`src/hdl/voxel_greedy_mesher_core_assert.svh`:
```
// Assertion macros used by the mesher core.
`ifndef VOXEL_GREEDY_MESHER_CORE_ASSERT_SVH
`define VOXEL_GREEDY_MESHER_CORE_ASSERT_SVH

// Condition must hold at every rising clock edge outside reset.
`define VGM_ASSERT_ALWAYS(lbl, cond, msg) \
   lbl: assert property (@(posedge clock) disable iff (reset) (cond)) else $error(msg);

// Consequent must hold in the same cycle as the antecedent.
`define VGM_ASSERT_IMPLIES(lbl, ante, cons, msg) \
   lbl: assert property (@(posedge clock) disable iff (reset) (ante) |-> (cons)) \
      else $error(msg);

`endif

```
`src/hdl/vgm_pkg.sv`:
```
package vgm_pkg;

   // Configuration register indexes.
   localparam logic [1:0] REG_OFFSET_X = 2'd0;
   localparam logic [1:0] REG_OFFSET_Y = 2'd1;
   localparam logic [1:0] REG_OFFSET_Z = 2'd2;

   localparam int OFFSET_W = 24;
   localparam int CORNER_W = 25;
   localparam int EXTENT_W = 6;

   // Input kinds carried in req_tuser.
   localparam logic FUNC_WRITE_ROW = 1'b0;
   localparam logic FUNC_NEXT_QUAD = 1'b1;

   // Normal axes.
   localparam logic [1:0] AXIS_X = 2'd0;
   localparam logic [1:0] AXIS_Y = 2'd1;
   localparam logic [1:0] AXIS_Z = 2'd2;

   typedef enum logic [2:0] {
      MASK_NONE,
      MASK_ROW,
      MASK_COL,
      MASK_CELL,
      MASK_CLEAR
   } mask_op_type;

   // Write command into the face mask lanes.
   typedef struct packed {
      mask_op_type op;
      logic        sel_cmp;   // 0 writes the rear plane, 1 the front plane
      logic [1:0]  cell_bits; // bit 0 rear, bit 1 front, for single-cell writes
   } mask_cmd_type;

endpackage

```
`src/hdl/vgm_mask_lanes.sv`:
```
module vgm_mask_lanes #(
   parameter int N   = 32,
   parameter int LOG = 5
) (
   input  logic                  clock,
   input  vgm_pkg::mask_cmd_type cmd,
   input  logic [LOG-1:0]        wr_row,
   input  logic [LOG-1:0]        wr_col,
   input  logic [N-1:0]          wr_vec,
   input  logic [LOG-1:0]        rd_row,
   output logic [N-1:0]          rd_cur,
   output logic [N-1:0]          rd_cmp
);

   // One entry per mask row: rear and front occupancy of the plane pair.
   logic [N-1:0] cur_ff [N];
   logic [N-1:0] cmp_ff [N];

   always_ff @(posedge clock) begin
      case (cmd.op)
         vgm_pkg::MASK_ROW: begin
            if (cmd.sel_cmp) cmp_ff[wr_row] <= wr_vec;
            else cur_ff[wr_row] <= wr_vec;
         end
         vgm_pkg::MASK_COL: begin
            for (int r = 0; r < N; r++) begin
               if (cmd.sel_cmp) cmp_ff[r][wr_col] <= wr_vec[r];
               else cur_ff[r][wr_col] <= wr_vec[r];
            end
         end
         vgm_pkg::MASK_CELL: begin
            cur_ff[wr_row][wr_col] <= cmd.cell_bits[0];
            cmp_ff[wr_row][wr_col] <= cmd.cell_bits[1];
         end
         vgm_pkg::MASK_CLEAR: begin
            cur_ff[wr_row] <= cur_ff[wr_row] & ~wr_vec;
            cmp_ff[wr_row] <= cmp_ff[wr_row] & ~wr_vec;
         end
         default: begin
         end
      endcase
   end

   assign rd_cur = cur_ff[rd_row];
   assign rd_cmp = cmp_ff[rd_row];

endmodule

```
`config.mk`:
```
export PLATFORM = sky130hd
export DESIGN_NAME = vgm_mask_lanes
export DESIGN_NICKNAME = d
export VERILOG_FILES = /design/src/hdl/voxel_greedy_mesher_core_assert.svh /design/src/hdl/vgm_pkg.sv /design/src/hdl/vgm_mask_lanes.sv
export SDC_FILE = /design/constraint.sdc
export NUM_CORES = 2
export LEC_CHECK = 0
export ABC_CLOCK_PERIOD_IN_PS = 2450
export BUFFER_PORTS_ARGS = -buffer_cell sky130_fd_sc_hd__buf_2
export CELL_PAD_IN_SITES_DETAIL_PLACEMENT = 0
export CELL_PAD_IN_SITES_GLOBAL_PLACEMENT = 2
export CORE_UTILIZATION = 40
export DETAILED_ROUTE_END_ITERATION = 8
export GPL_ROUTABILITY_DRIVEN = 0
export PLACE_DENSITY = 0.74
export REMOVE_ABC_BUFFERS = 1
export SLEW_MARGIN = 25
export SYNTH_ARGS = -nofsm -noshare
export SYNTH_HDL_FRONTEND = slang
export SYNTH_SLANG_ARGS = --single-unit
```
`constraint.sdc`:
```
create_clock -name clock -period 2.45 [get_ports clock]
set_input_delay 0.245 -clock clock [delete_from_list [all_inputs] [get_ports clock]]
set_output_delay 0.245 -clock clock [all_outputs]
set_load 0.02 [all_outputs]
```
==> impl_metrics.tcl <==
set metrics [dict create \
    synth_edf_count 2048 \
    slowest_stage "mux4_2" \
    drc 1 \
    ys_types 48 \
    critPathCaptureType "output pin" \
    wl_per_cell_um 39.47 \
    final_nets 12350 \
    start_util_pct 40.21 \
    antenna_found_initial 101 \
    dr.pass1.iters 9 \
    rsz0062_at_grt "yes" \
    regArea_mm2 0.06150 \
    path_clk_slew_ps 60 \
    io_pins 118 \
    fp.dieH_um 569.9 \
    final_antenna_net_count 0 \
    cp_max_fo 2 \
    wirelength_mm 664.7 \
    yosysWarnings 0 \
    cp.required_ps 2200 \
    nFillCells 28480 \
    critPathArrivalTime_ps 2700 \
    maxSlewHeadroom_pct 21.30 \
    synth_area_per_cell_um2 10.62 \
    ys_seq_area_share_pct 47.66 \
    grt_pass1_wl_mm 898.3 \
    violations "DRC, setup timing" \
    die_w_um 569.9 \
    coreArea_mm2 0.3209 \
    finalSetupTns_ps -21030 \
    port_buffers 117 \
    h-tree-depth 4 \
    topRoutingLayerUsed "met5" \
    area_growth_syn_to_layout_pct 21.55 \
    wl_met2_mm 280.2 \
    power_uw 90690 \
    min_period_ps 2948 \
    hold_start "wr_col[3]" \
    cts_made_buffers 243 \
    pwr-share-clk_pct 40.4 \
    cp-start-kind "register" \
    cts_buffer_depth 4 \
    final_util_pct 48.88 \
    grt_pass1_vias 110100 \
    crit_type "register to output pin" \
    route.met3.wl_mm 99.12 \
    slowest_delay_ps 530 \
    slew_viol_final 0 \
    fp.dieArea_mm2 0.3248 \
    sequentialPowerShare_pct 43.1 \
    cap_violations 0 \
    r2r_cells 8 \
    p_switching_uw 25610 \
    vias 118200 \
    syn_area_mm2 0.1290 \
    power.leakage_uw 0.05941 \
    status "finished with violations" \
    grt_max_degree 64 \
    wl_met1_mm 236.5 \
    overflow 0 \
    syn_inst 12150 \
    setup_ws_ps -497.8 \
    drt_iter0_drc 20720 \
    r2r_end "cur_ff[6][16]" \
    synth_seq_cells 2048 \
    grt_use_total_pct 39.64 \
    path_cells "mux4_2, mux2i_1, a22o_1, a221oi_2, buf_4, buf_6" \
    p_int_uw 65080 \
    layout-drive-gt1-share_pct 22.99 \
    timing.hold.ws_ps 184.8 \
    finalHoldViolations 0 \
    ys.flop_type "edfxtp_1" \
    root_buffer "clkbuf_16" \
    hold_depth 5 \
    peakVddDrop_uv 719.9 \
    multiInputGateArea_mm2 0.06181 \
    reg2reg_slack_ps 100 \
    viasPerCell 7.019 \
    clock.fmax_mhz 339.2 \
    tightest_slew_ps 1180 \
    worstSkewPairLatency_ps 970 \
    hold_path_class "input port to register" \
    p_comb_share_pct 16.6 \
    setup_violations 64 \
    skew_ps 31.77 \
    synthArstFlopShare_pct 0 \
    finalCritPeriodShare_pct 120.3 \
    switching_share_pct 28.24 \
    holdPathEnd "cmp_ff[19][19]" \
    powerDensity_mw_per_mm2 578.3 \
    tritoncts "built" \
    cts_sinks 2048 \
    rows 208 \
    dp_hpwl_mm 416.9 \
    reg2reg_from "cur_ff[27][16]" \
]
placed cells by master, fill, tap and decap left out, types with 22 or more instances in the layout:
master         instances
o21ai_0             2081
edfxtp_1            2048
mux2i_1             1262
nand2_1             1171
a21oi_1              998
o21a_1               992
buf_4                924
buf_12               605
o22ai_1              531
mux4_2               489
clkbuf_16            245
nor2_1               105
buf_6                 79
nor3_2                72
clkinv_1              72
or4_1                 64
nor4_1                64
a22o_1                51
clkinv_2              44
clkbuf_1              42
diode_2               40
nand3_2               37
dlygate4sd3_1         32
mux2_2                31
nand3_1               30
nand2_4               29
o21ai_2               27
a221oi_2              26
a211oi_2              26
bufinv_16             22
synthesized netlist by cell type, types with 14 or more instances:
master / count / area share, %
nor2b_1: 14 / 0.068
nand3_2: 25 / 0.19
buf_1: 41 / 0.12
or4_1: 65 / 0.38
a22oi_1: 34 / 0.20
a22o_1: 51 / 0.35
o21ai_2: 25 / 0.17
a21oi_1: 1000 / 3.9
nand3_1: 46 / 0.18
nor3_1: 52 / 0.20
buf_2: 333 / 1.3
a21o_1: 17 / 0.099
mux2i_1: 1286 / 10
a211oi_1: 40 / 0.23
clkbuf_1: 1284 / 3.7
buf_4: 17 / 0.099
o22ai_1: 531 / 2.6
nand2_1: 1219 / 3.5
mux2_2: 31 / 0.27
o21a_1: 992 / 5.8
o21ai_0: 2087 / 8.1
nor4_1: 64 / 0.31
nor2_1: 145 / 0.42
mux4_2: 489 / 8.5
edfxtp_1: 2048 / 48
nor3_2: 24 / 0.19
buf_6: 85 / 0.74
a221oi_1: 43 / 0.29
stage by stage:
stage	instances	instance area [um2]	setup WS [ps]
6_report	16840	156800	-497.8
5_1_grt	16800	156700	-533.1
4_1_cts	16770	156200	-523.0
3_5_place_dp	16290	147200	-528.4
3_3_place_gp	16290	147200	-517.3
2_1_floorplan	10390	121300	-1989
what timing repair did:
action / in CTS / in global routing
endpoints found under the hold margin: 222 / 0
buffers inserted: 28 / 32
hold buffers: 32 / 0
setup endpoints to repair: 64 / 64
pin swaps: 82 / 48
gates resized for setup: 232 / 42
gates cloned: 0 / 0
cell families after synthesis:
group,after synthesis,synth area share (%)
buffers and inverters,1760,5.987
AO/OA/AOI/OAI,4836,21.74
AND/OR/NAND/NOR,1701,5.824
multiplexers,1806,18.78
flip-flops,2048,47.66
critical path: cells and delay by family, from the launching register on:
family,cells,cell delay [ps]
muxes,2,720
DFF,1,400
buffers and inverters,2,370
AOI/OAI and AO/OA,2,250
power by group through the flow:
stage	Combinational [uW]	Clock (uW)	Sequential [uW]
detailed placement	14100	0	39800
floorplan	5690	0	39800
global placement	13900	0	39800
global route	15300	37800	39000
finish	15000	36600	39100
CTS	14400	36600	39100
registers in the layout, indices dropped and copies added, names as in the netlist:
signal / flops
cmp_ff: 1024
cur_ff: 1024
metal layers:
metal | global-route usage, % | vias up
li1 | - | 46590
met1 | 51.91 | 59250
met2 | 57.46 | 10090
met3 | 11.73 | 2243
met4 | 24.45 | 26
met5 | 0 | -
area by class of cell:
cell class                      instances  area share, %
Antenna cell                           40        0.06382
Clock buffer                          287          4.010
Clock inverter                        159         0.8760
Multi-Input combinational cell       8343          39.41
Timing Repair Buffer                 1658          12.99
Sequential cell                      2048          39.21
Tap cell                             4305          3.434
worst max-delay path by stage:
| stage | start | to | slack, ps | cells past startpoint |
|---|---|---|---|---|
| final | cur_ff[3][10] | rd_cur[10] | -500 | 6 |
| after global routing | cmp_ff[7][5] | rd_cmp[5] | -530 | 6 |
| after CTS | cur_ff[18][22] | rd_cur[22] | -520 | 6 |
| after detailed placement | rd_row[0] | rd_cur[7] | -530 | 9 |
| after global placement | rd_row[0] | rd_cur[7] | -520 | 9 |
| after floorplan | cmd[3] | cur_ff[10][0] | -1990 | 5 |
Power figures use the tool's default switching activity.
