===== config.mk =====
export PLATFORM = sky130hd
export DESIGN_NAME = vgm_run_find
export DESIGN_NICKNAME = d
export VERILOG_FILES = /design/src/hdl/voxel_greedy_mesher_core_assert.svh /design/src/hdl/vgm_run_find.sv
export SDC_FILE = /design/constraint.sdc
export NUM_CORES = 1
export LEC_CHECK = 0
export BUFFER_PORTS_ARGS = -buffer_cell sky130_fd_sc_hd__buf_4
export CELL_PAD_IN_SITES_DETAIL_PLACEMENT = 0
export CELL_PAD_IN_SITES_GLOBAL_PLACEMENT = 2
export CORE_UTILIZATION = 32
export DETAILED_ROUTE_END_ITERATION = 12
export PLACE_DENSITY = 0.91
export SLEW_MARGIN = 25
export SYNTH_ARGS = -nofsm -noshare
export SYNTH_HDL_FRONTEND = slang
export SYNTH_SLANG_ARGS = --single-unit

===== constraint.sdc =====
create_clock -name vclk -period 7.95
set_clock_uncertainty 0.15 [all_clocks]
set_input_delay 0.795 -clock vclk [all_inputs]
set_output_delay 0.795 -clock vclk [all_outputs]
set_load 0.005 [all_outputs]

===== src/hdl/voxel_greedy_mesher_core_assert.svh =====
// Assertion macros used by the mesher core.
`ifndef VOXEL_GREEDY_MESHER_CORE_ASSERT_SVH
`define VOXEL_GREEDY_MESHER_CORE_ASSERT_SVH

// Condition must hold at every rising clock edge outside reset.
`define VGM_ASSERT_ALWAYS(lbl, cond, msg) \
   lbl: assert property (@(posedge clock) disable iff (reset) (cond)) else $error(msg);

// Consequent must hold in the same cycle as the antecedent.
`define VGM_ASSERT_IMPLIES(lbl, ante, cons, msg) \
   lbl: assert property (@(posedge clock) disable iff (reset) (ante) |-> (cons)) \
      else $error(msg);

`endif


===== src/hdl/vgm_run_find.sv =====
module vgm_run_find #(
   parameter int N   = 32,
   parameter int LOG = 5
) (
   input  logic [N-1:0]   cur,
   input  logic [N-1:0]   cmp,
   input  logic [LOG-1:0] start,
   output logic           found,
   output logic [LOG-1:0] first,
   output logic           negative,
   output logic [LOG:0]   width
);

   logic [N-1:0] face_vec;
   logic [N-1:0] match_vec;
   logic [N-1:0] stop_vec;
   logic [LOG:0] run_end;

   // Merge the lanes: first face cell at or after start, then the end of its run.
   always_comb begin
      for (int k = 0; k < N; k++) begin
         face_vec[k] = (cur[k] ^ cmp[k]) && (k >= int'(start));
      end
      found = |face_vec;
      first = '0;
      for (int k = N - 1; k >= 0; k--) begin
         if (face_vec[k]) first = LOG'(k);
      end
      negative = ~cur[first];
      match_vec = negative ? (~cur & cmp) : (cur & ~cmp);
      for (int k = 0; k < N; k++) begin
         stop_vec[k] = !match_vec[k] && (k >= int'(first));
      end
      run_end = (LOG + 1)'(N);
      for (int k = N - 1; k >= 0; k--) begin
         if (stop_vec[k]) run_end = (LOG + 1)'(k);
      end
      width = run_end - (LOG + 1)'(first);
   end

endmodule


==> results of run 1 <==
[power by group]
group	switching (mW)	internal (mW)
Sequential	0	0
Combinational	0.407	0.320
Clock	0	0
Total	0.407	0.320
[worst max-delay path, stage by stage]
cell and delay, ns:
buf_4 0.09, inv_1 0.04, ha_1 0.29, a311oi_2 0.27
a21oi_1 0.14, a211o_1 0.36, a2111o_1 0.43, a21o_1 0.28
clkinv_2 0.25, nand2_1 0.14, a2111oi_0 0.43, a311o_1 0.28
nor4_4 0.09, nor2_4 0.37, mux2_2 0.42, o21bai_1 0.17
a21oi_1 0.20, nor2_1 0.07, o22ai_1 0.30, ha_1 0.30
a21o_1 0.17, a21o_1 0.19, a21o_1 0.18, a21oi_1 0.16
xnor2_1 0.13, buf_4 0.13
[cells by family (layout without fill, tap and decap cells)]
family | count (synthesis) | in the layout | synth area share [%]
AO/OA/AOI/OAI | 205 | 205 | 35.99
XOR/XNOR | 4 | 4 | 0.8435
adder cells (fa/ha/maj) | 70 | 70 | 21.27
buffers and inverters | 110 | 177 | 12.26
multiplexers | 24 | 24 | 6.144
AND/OR/NAND/NOR | 185 | 186 | 23.49
[metrics by stage]
step | hold WS [ns] | setup slack, ns | TNS (ns) | utilization, % | power [mW]
final | 2.144 | 0.3347 | 0 | 38.76 | 0.7264
after global routing | 2.185 | -0.0009974 | -0.0009974 | 38.76 | 0.7960
after CTS | 2.141 | 0.1075 | 0 | 38.63 | 0.7157
after detailed placement | 2.133 | 0.1235 | 0 | 38.63 | 0.7125
after global placement | 2.152 | 0.1539 | 0 | 38.63 | 0.7101
after floorplan | 1.900 | 1.504 | 0 | - | 0.4865
[layout by cell type (no fill, tap or decap), types with 3 or more instances in the layout]
cell type and count:
nand2_1 43, ha_1 69, a211oi_1 9, a211o_1 7, nand2b_1 5, or3_1 4
or2_2 4, nor2b_1 5, and2_1 7, nand4_1 8, inv_1 82, a41o_1 3
o31ai_1 3, a21boi_0 4, o31a_1 4, nor2_1 47, nor3_1 13, o211ai_1 12
buf_4 91, o21ai_0 32, a41oi_1 3, a31oi_1 4, a31o_2 3, a221oi_1 3
o2111ai_1 5, mux2_2 8, mux2i_1 15, o22ai_1 8, a21oi_1 37, nor2_2 3
and3_1 4, a21o_1 16, a22oi_1 5, nand3_1 22
[Yosys cell counts (all sizes together), types with 8 or more instances]
cell type | n | area [um^2]
nor3 | 14 | 75.07
nand4 | 9 | 71.32
mux2 | 9 | 105.1
a21oi | 38 | 193.9
nor2 | 50 | 200.2
inv | 84 | 317.8
o21ai | 34 | 170.2
and2 | 8 | 50.05
mux2i | 15 | 150.1
o211ai | 14 | 115.1
nand2 | 43 | 161.4
o22ai | 8 | 50.05
buf | 22 | 170.2
nand3 | 22 | 110.1
a21o | 17 | 135.1
ha | 69 | 863.3
a211oi | 11 | 92.58
[layout make-up]
type / count / area, um^2
Inverter: 86 / 331.6
Multi-Input combinational cell: 489 / 3661
Fill cell: 1401 / 7729
Tap cell: 172 / 215.2
Timing Repair Buffer: 91 / 683.2
[per-layer routing]
metal	GRT usage, %	vias to the layer above
li1	-	2341
met1	32.20	2198
met2	37.94	137
met3	0.8368	7
met4	2.222	0
met5	0	-
[path summary, 6_finish.rpt]
path	endpoint	slack (ns)	startpoint	cells after the start
hold / removal	found	2.14	start[0]	4
setup / recovery	width[5]	0.33	cur[13]	26
==> results.cfg, run 1 <==
[status]
status = finished, final reports clean

[placement]
hpwl_mm = 12.95
numPortBuffers = 82
gp_congestion = 0.9847
dpl-instance-area_um2 = 4875
dp_cells = 837

[floorplanning]
ios = 82
start_util_pct = 32.92
fp-row-count = 41
core_region_area_um2 = 12620
die_w_um = 115.9
die_h_um = 115.9
die_area_um2 = 13440

[global_routing]
grt.total_usage_pct = 22.35
grt-ovfl-total = 0
grt_pass1_vias = 4301
antenna_found_initial = 0
grt_max_degree = 37
grt_pass1_wl_mm = 23.29

[finish]
antennaDiodeCount = 0
syn_to_final_growth_pct = 17.74
fin_area_um2 = 4891
seq_cell_count = 0
ff_latch_area_um2 = 0
drive_gt1_share_pct = 20.12
clkbuf_count = 0
nets = 807
final_cells = 838

[power_and_ir_drop]
power_density_nw_per_um2 = 148.5
power_leakage_nw = 2.435
max-vdd-ir-drop_mv = 0.06337

[sta]
setup_viol = 0
maxSlewViolCount = 0
post-route-period-util_pct = 95.79
worst_pin_slew_ns = 0.7687
max_freq_mhz = 131.3
period_needed_ns = 7.615
hold_violations = 0
slew-limit-headroom_pct = 48.21

[hold_path]
hold_class = in2out

[critical_path]
arrival_ns = 6.67
critPathMaxFanout = 13
required_ns = 7.01
start_kind = input port
endpoint_kind = output pin
critPathKind = in2out

[clock_network]
post-cts-setup-buffer-count = 0
cts_hold_buf = 0
cts_resized = 0

[drt]
wl_per_cell_um = 18.25
routed.top_layer = met4
viasPerCell = 5.588
dr_wl_met3_um = 770
met2_length_mm = 7.159
dr.pass1.iters = 5
vias = 4683
m1WireLength_mm = 7.234
drtIter0Drc = 295
ant_nets = 0
drc_errors = 0
wl_mm = 15.30

[logic_synthesis]
ys.warnings.count = 0
netlist_instances = 598
synth_nets = 737
avgSynthCellArea_um2 = 6.946
yosysUniqueCellTypes = 96
seq_area_frac_synth_pct = 0
synth.cell_area_um2 = 4154

[flow_run]
drv_cap = 0
Power figures use the tool's default switching activity.
==> run 2, diff against run 1 <==
- ABC_AREA: unset -> 1
- CORE_ASPECT_RATIO: unset -> 0.6
- CORE_UTILIZATION: 32 -> 28
==> run 2 against run 1 <==
Effect of this change:
- non-clock buffer count rose by 10
- flip-flop and latch count did not move
- critical path depth rose by 46
- global-route usage fell by 1.8 points
- final area fell by 7.9%
- via count fell by 8.6%
- combinational power rose by 9.1%
- critical path type unchanged
- largest cell class unchanged
- highest routed layer unchanged
==> results.cfg, run 2 <==
[sta]
worst_pin_slew_ns = 0.5054
setup_viol = 0
grt_setup_unrepaired = yes
post-route-period-util_pct = 91.72
period_needed_ns = 7.292
hold_violations = 0
max_freq_mhz = 137.1
slew-limit-headroom_pct = 66.22
fin_hold_ws_ns = 2.151
maxSlewViolCount = 0
tns_ns = 0

[critical_path]
cp_slowest_cell = fa_2
arrival_ns = 6.35
critPathKind = in2out
crit_buf_inv = 7
critical_path_depth = 72
start_kind = input port
slowest_delay_ns = 0.35
critPathTopFamily = simple AND/OR/NAND/NOR gates
required_ns = 7.01
endpoint_kind = output pin
critPathMaxFanout = 9
crit_top_cell = nand2_1

[finish]
antennaDiodeCount = 0
final_common_cell = nand2_1
fin_area_um2 = 4504
nets = 875
seq_cell_count = 0
ff_latch_area_um2 = 0
most-common-layout-cells = nand2_1, inv_1, buf_4
clkbuf_count = 0
drive_gt1_share_pct = 19.62
syn_to_final_growth_pct = 29.82

[power_and_ir_drop]
power_leakage_nw = 2.648
power_density_nw_per_um2 = 175.8
max-vdd-ir-drop_mv = 0.06261

[floorplanning]
core_region_area_um2 = 12060
fp-row-count = 31
ios = 82
die_w_um = 145.7
start_util_pct = 28.76
die_h_um = 88.23
die_area_um2 = 12860

[drt]
wl_per_cell_um = 15.12
wl_mm = 13.59
drtIter0Drc = 264
met2_length_mm = 5.419
routed.top_layer = met4
vias = 4281
dr.pass1.iters = 5
ant_nets = 0
dr_wl_met3_mm = 1.136
drc_errors = 0
m1WireLength_mm = 6.952
viasPerCell = 4.762

[logic_synthesis]
synth_nets = 782
synth_area_leaders = ha_1, nand2_1, inv_1
synth_top_area_share_pct = 24.88
synth.largest_area_cell = ha_1
ys_top_cells_by_count = nand2_1, inv_1, ha_1
seq_area_frac_synth_pct = 0
yosysMostFrequentCell = nand2_1
ys.warnings.count = 0
avgSynthCellArea_um2 = 5.396
synth.cell_area_um2 = 3470
netlist_instances = 643
yosysUniqueCellTypes = 37

[hold_path]
whs_path_depth = 7
hold_class = in2out

[status]
status = finished, final reports clean

[placement]
dpl-instance-area_um2 = 4222
gp_congestion = 0.9305
numPortBuffers = 82
hpwl_mm = 11.57

[global_routing]
grt_pass1_wl_mm = 20.39
grt_pass1_vias = 3854
grt_max_degree = 20
antenna_found_initial = 0
grt-ovfl-total = 0
grt.total_usage_pct = 20.60

[flow_run]
drv_cap = 0
run 2: where the power goes:
group | switching (mW) | internal (mW) | total, mW | leakage (nW)
Combinational | 0.473 | 0.319 | 0.792 | 2.65
Sequential | 0 | 0 | 0 | 0
Clock | 0 | 0 | 0 | 0
run 2: layout make-up:
| type | count | area, um^2 |
|---|---|---|
| multi-input cells | 494 | 2998 |
| fillers | 1330 | 7559 |
| well taps | 165 | 206.4 |
| repair buffers | 101 | 765.7 |
| inverters | 139 | 534.3 |
run 2: final timing paths:
path / slack [ns] / end / startpoint
worst max-delay path: 0.66 / width[4] / cur[28]
worst min-delay path: 2.15 / found / start[2]
run 2: kinds of logic after synthesis:
kind of cell             Yosys count  synth area share [%]
adder cells (fa/ha/maj)           70                 25.46
buffers and inverters            151                 18.14
AND/OR/NAND/NOR                  355                 43.35
AO/OA/AOI/OAI                     63                 12.04
XOR/XNOR                           4                 1.010
run 2: layer usage:
metal,track usage [%],up-vias
met1,32.33,1929
met2,30.97,168
li1,-,2172
met3,2.062,12
met4,1.148,0
met5,0,-
run 2: what timing repair did:
action	CTS	global route
hold buffers	0	0
endpoints found under the hold margin	0	0
setup endpoints to repair	0	6
resized for setup	0	34
buffers inserted	0	14
run 2: metrics by stage:
stage / utilization (%) / worst slack (ns) / std cells / total power, mW
floorplan: - / 1.511 / 643 / 0.4596
global placement: 35.00 / 0.2284 / 883 / 0.6774
detailed placement: 35.00 / 0.2079 / 883 / 0.6834
CTS: 35.00 / 0.1827 / 883 / 0.6858
global route: 37.34 / -0.03532 / 899 / 0.8749
finish: 37.34 / 0.6580 / 899 / 0.7919
==> run 3, diff against run 2 <==
- ABC_AREA: 1 -> unset
- BUFFER_PORTS_ARGS: -buffer_cell sky130_fd_sc_hd__buf_4 -> -buffer_cell sky130_fd_sc_hd__buf_2
- CORE_UTILIZATION: 28 -> 32
==> run 3 against run 2 <==
Effect of this change:
- first-iteration DRC count up 84%
- fmax fell by 4.6%
- core utilization is 0.65 points higher
- sequential share of layout area stayed put
- flip-flop and latch count unchanged
==> results.cfg, run 3 (synthesized netlist as in run 1, its figures left out) <==
[status]
status = finished, final reports clean

[drt]
wl_mm = 16.26
ant_nets = 0
drc_errors = 0
wl_per_cell_um = 19.54
drtIter0Drc = 486
dr.pass1.iters = 5
vias = 4917
viasPerCell = 5.910

[global_routing]
grt_max_degree = 37
grt_pass1_vias = 4382
antenna_found_initial = 3
grt_busiest_layer = met1
grt_pass1_wl_mm = 24.11
grt.total_usage_pct = 22.77
grt-ovfl-total = 0
met1_usage_pct = 35.32
gr-usage-met3_pct = 5.152
use_met2_pct = 32.05

[floorplanning]
fp-row-count = 31
start_util_pct = 33.68
die_w_um = 149.1
die_area_um2 = 13460
ios = 82
die_h_um = 90.26
core_region_area_um2 = 12330

[finish]
seq_cell_count = 0
final_common_cell = inv_1
nets = 807
drive_gt1_share_pct = 20.27
syn_to_final_growth_pct = 12.80
clkbuf_count = 0
ff_latch_area_um2 = 0
fillerInstances = 1315
utilization_pct = 37.99
most-common-layout-cells = inv_1, buf_2, ha_1

[critical_path]
start_kind = input port
critical_path_depth = 27
crit_buf_inv = 6
endpoint_kind = output pin
cp_slowest_cell = a2111oi_0
critPathTopFamily = compound AO/OA/AOI/OAI gates
slowest_delay_ns = 0.49
critPathKind = in2out
critPathMaxFanout = 12
required_ns = 7.01
arrival_ns = 6.70

[hold_path]
whs_path_depth = 4
hold_class = in2out

[placement]
hpwl_mm = 13.59
numPortBuffers = 82
gp_congestion = 1.001

[flow_run]
drv_cap = 0

[sta]
worst_pin_slew_ns = 0.8030
grt_setup_unrepaired = no
slew-limit-headroom_pct = 45.90
hold_violations = 0
tns_ns = 0
period_needed_ns = 7.645
max_freq_mhz = 130.8
maxSlewViolCount = 0
setup_viol = 0
post-route-period-util_pct = 96.17
==> run 3: cell types whose count changed in the layout (fill, tap and decap cells not counted), sizes merged, moves of 13 or more <==
cell,delta
a21oi,+22
nand3,-24
inv,-52
buf,-13
mux2i,+15
nand2,-179
a21o,+17
o21ai,+18
nor2,-20
==> run 3: cell type report <==
| class | count | area, um^2 | share of cell area (%) |
|---|---|---|---|
| timing repair buffer | 91 | 485.5 | 10.36 |
| tap | 165 | 206.4 | 4.406 |
| multi-input combinational | 489 | 3660 | 78.10 |
| antenna | 1 | 2.502 | 0.05340 |
| inverter | 86 | 331.6 | 7.076 |
==> run 3: what timing repair did <==
item                                    in CTS  in global routing
buffers inserted                             0                  0
endpoints found under the setup margin       0                  2
hold buffers                                 0                  0
gates resized for setup                      0                  5
endpoints found under the hold margin        0                  0
==> run 3: stage by stage <==
stage	instances	setup WS [ns]	hold WS, ns	area [um^2]
4_1_cts	830	0.2158	2.248	4661
6_report	832	0.3048	2.282	4686
2_1_floorplan	598	1.504	1.900	4154
3_3_place_gp	830	0.2924	2.242	4661
3_5_place_dp	830	0.2154	2.243	4661
5_1_grt	831	0.002925	2.319	4683
==> run 3: tightest hold or removal path, stage by stage <==
cell and delay (ns):
buf_2 0.25, a41o_1 0.29, nand4_1 0.16, buf_2 0.14
==> run 3: path summary, 6_finish.rpt <==
path,endpoint,startpoint,slack [ns]
worst max-delay path,width[4],cur[22],0.30
worst min-delay path,found,start[0],2.28
==> run 3: routing by layer <==
metal | share of wire (%) | vias to the layer above
met5 | 0.080 | -
met4 | 0.92 | 2
met3 | 12 | 19
met2 | 39 | 288
met1 | 48 | 2268
li1 | - | 2340
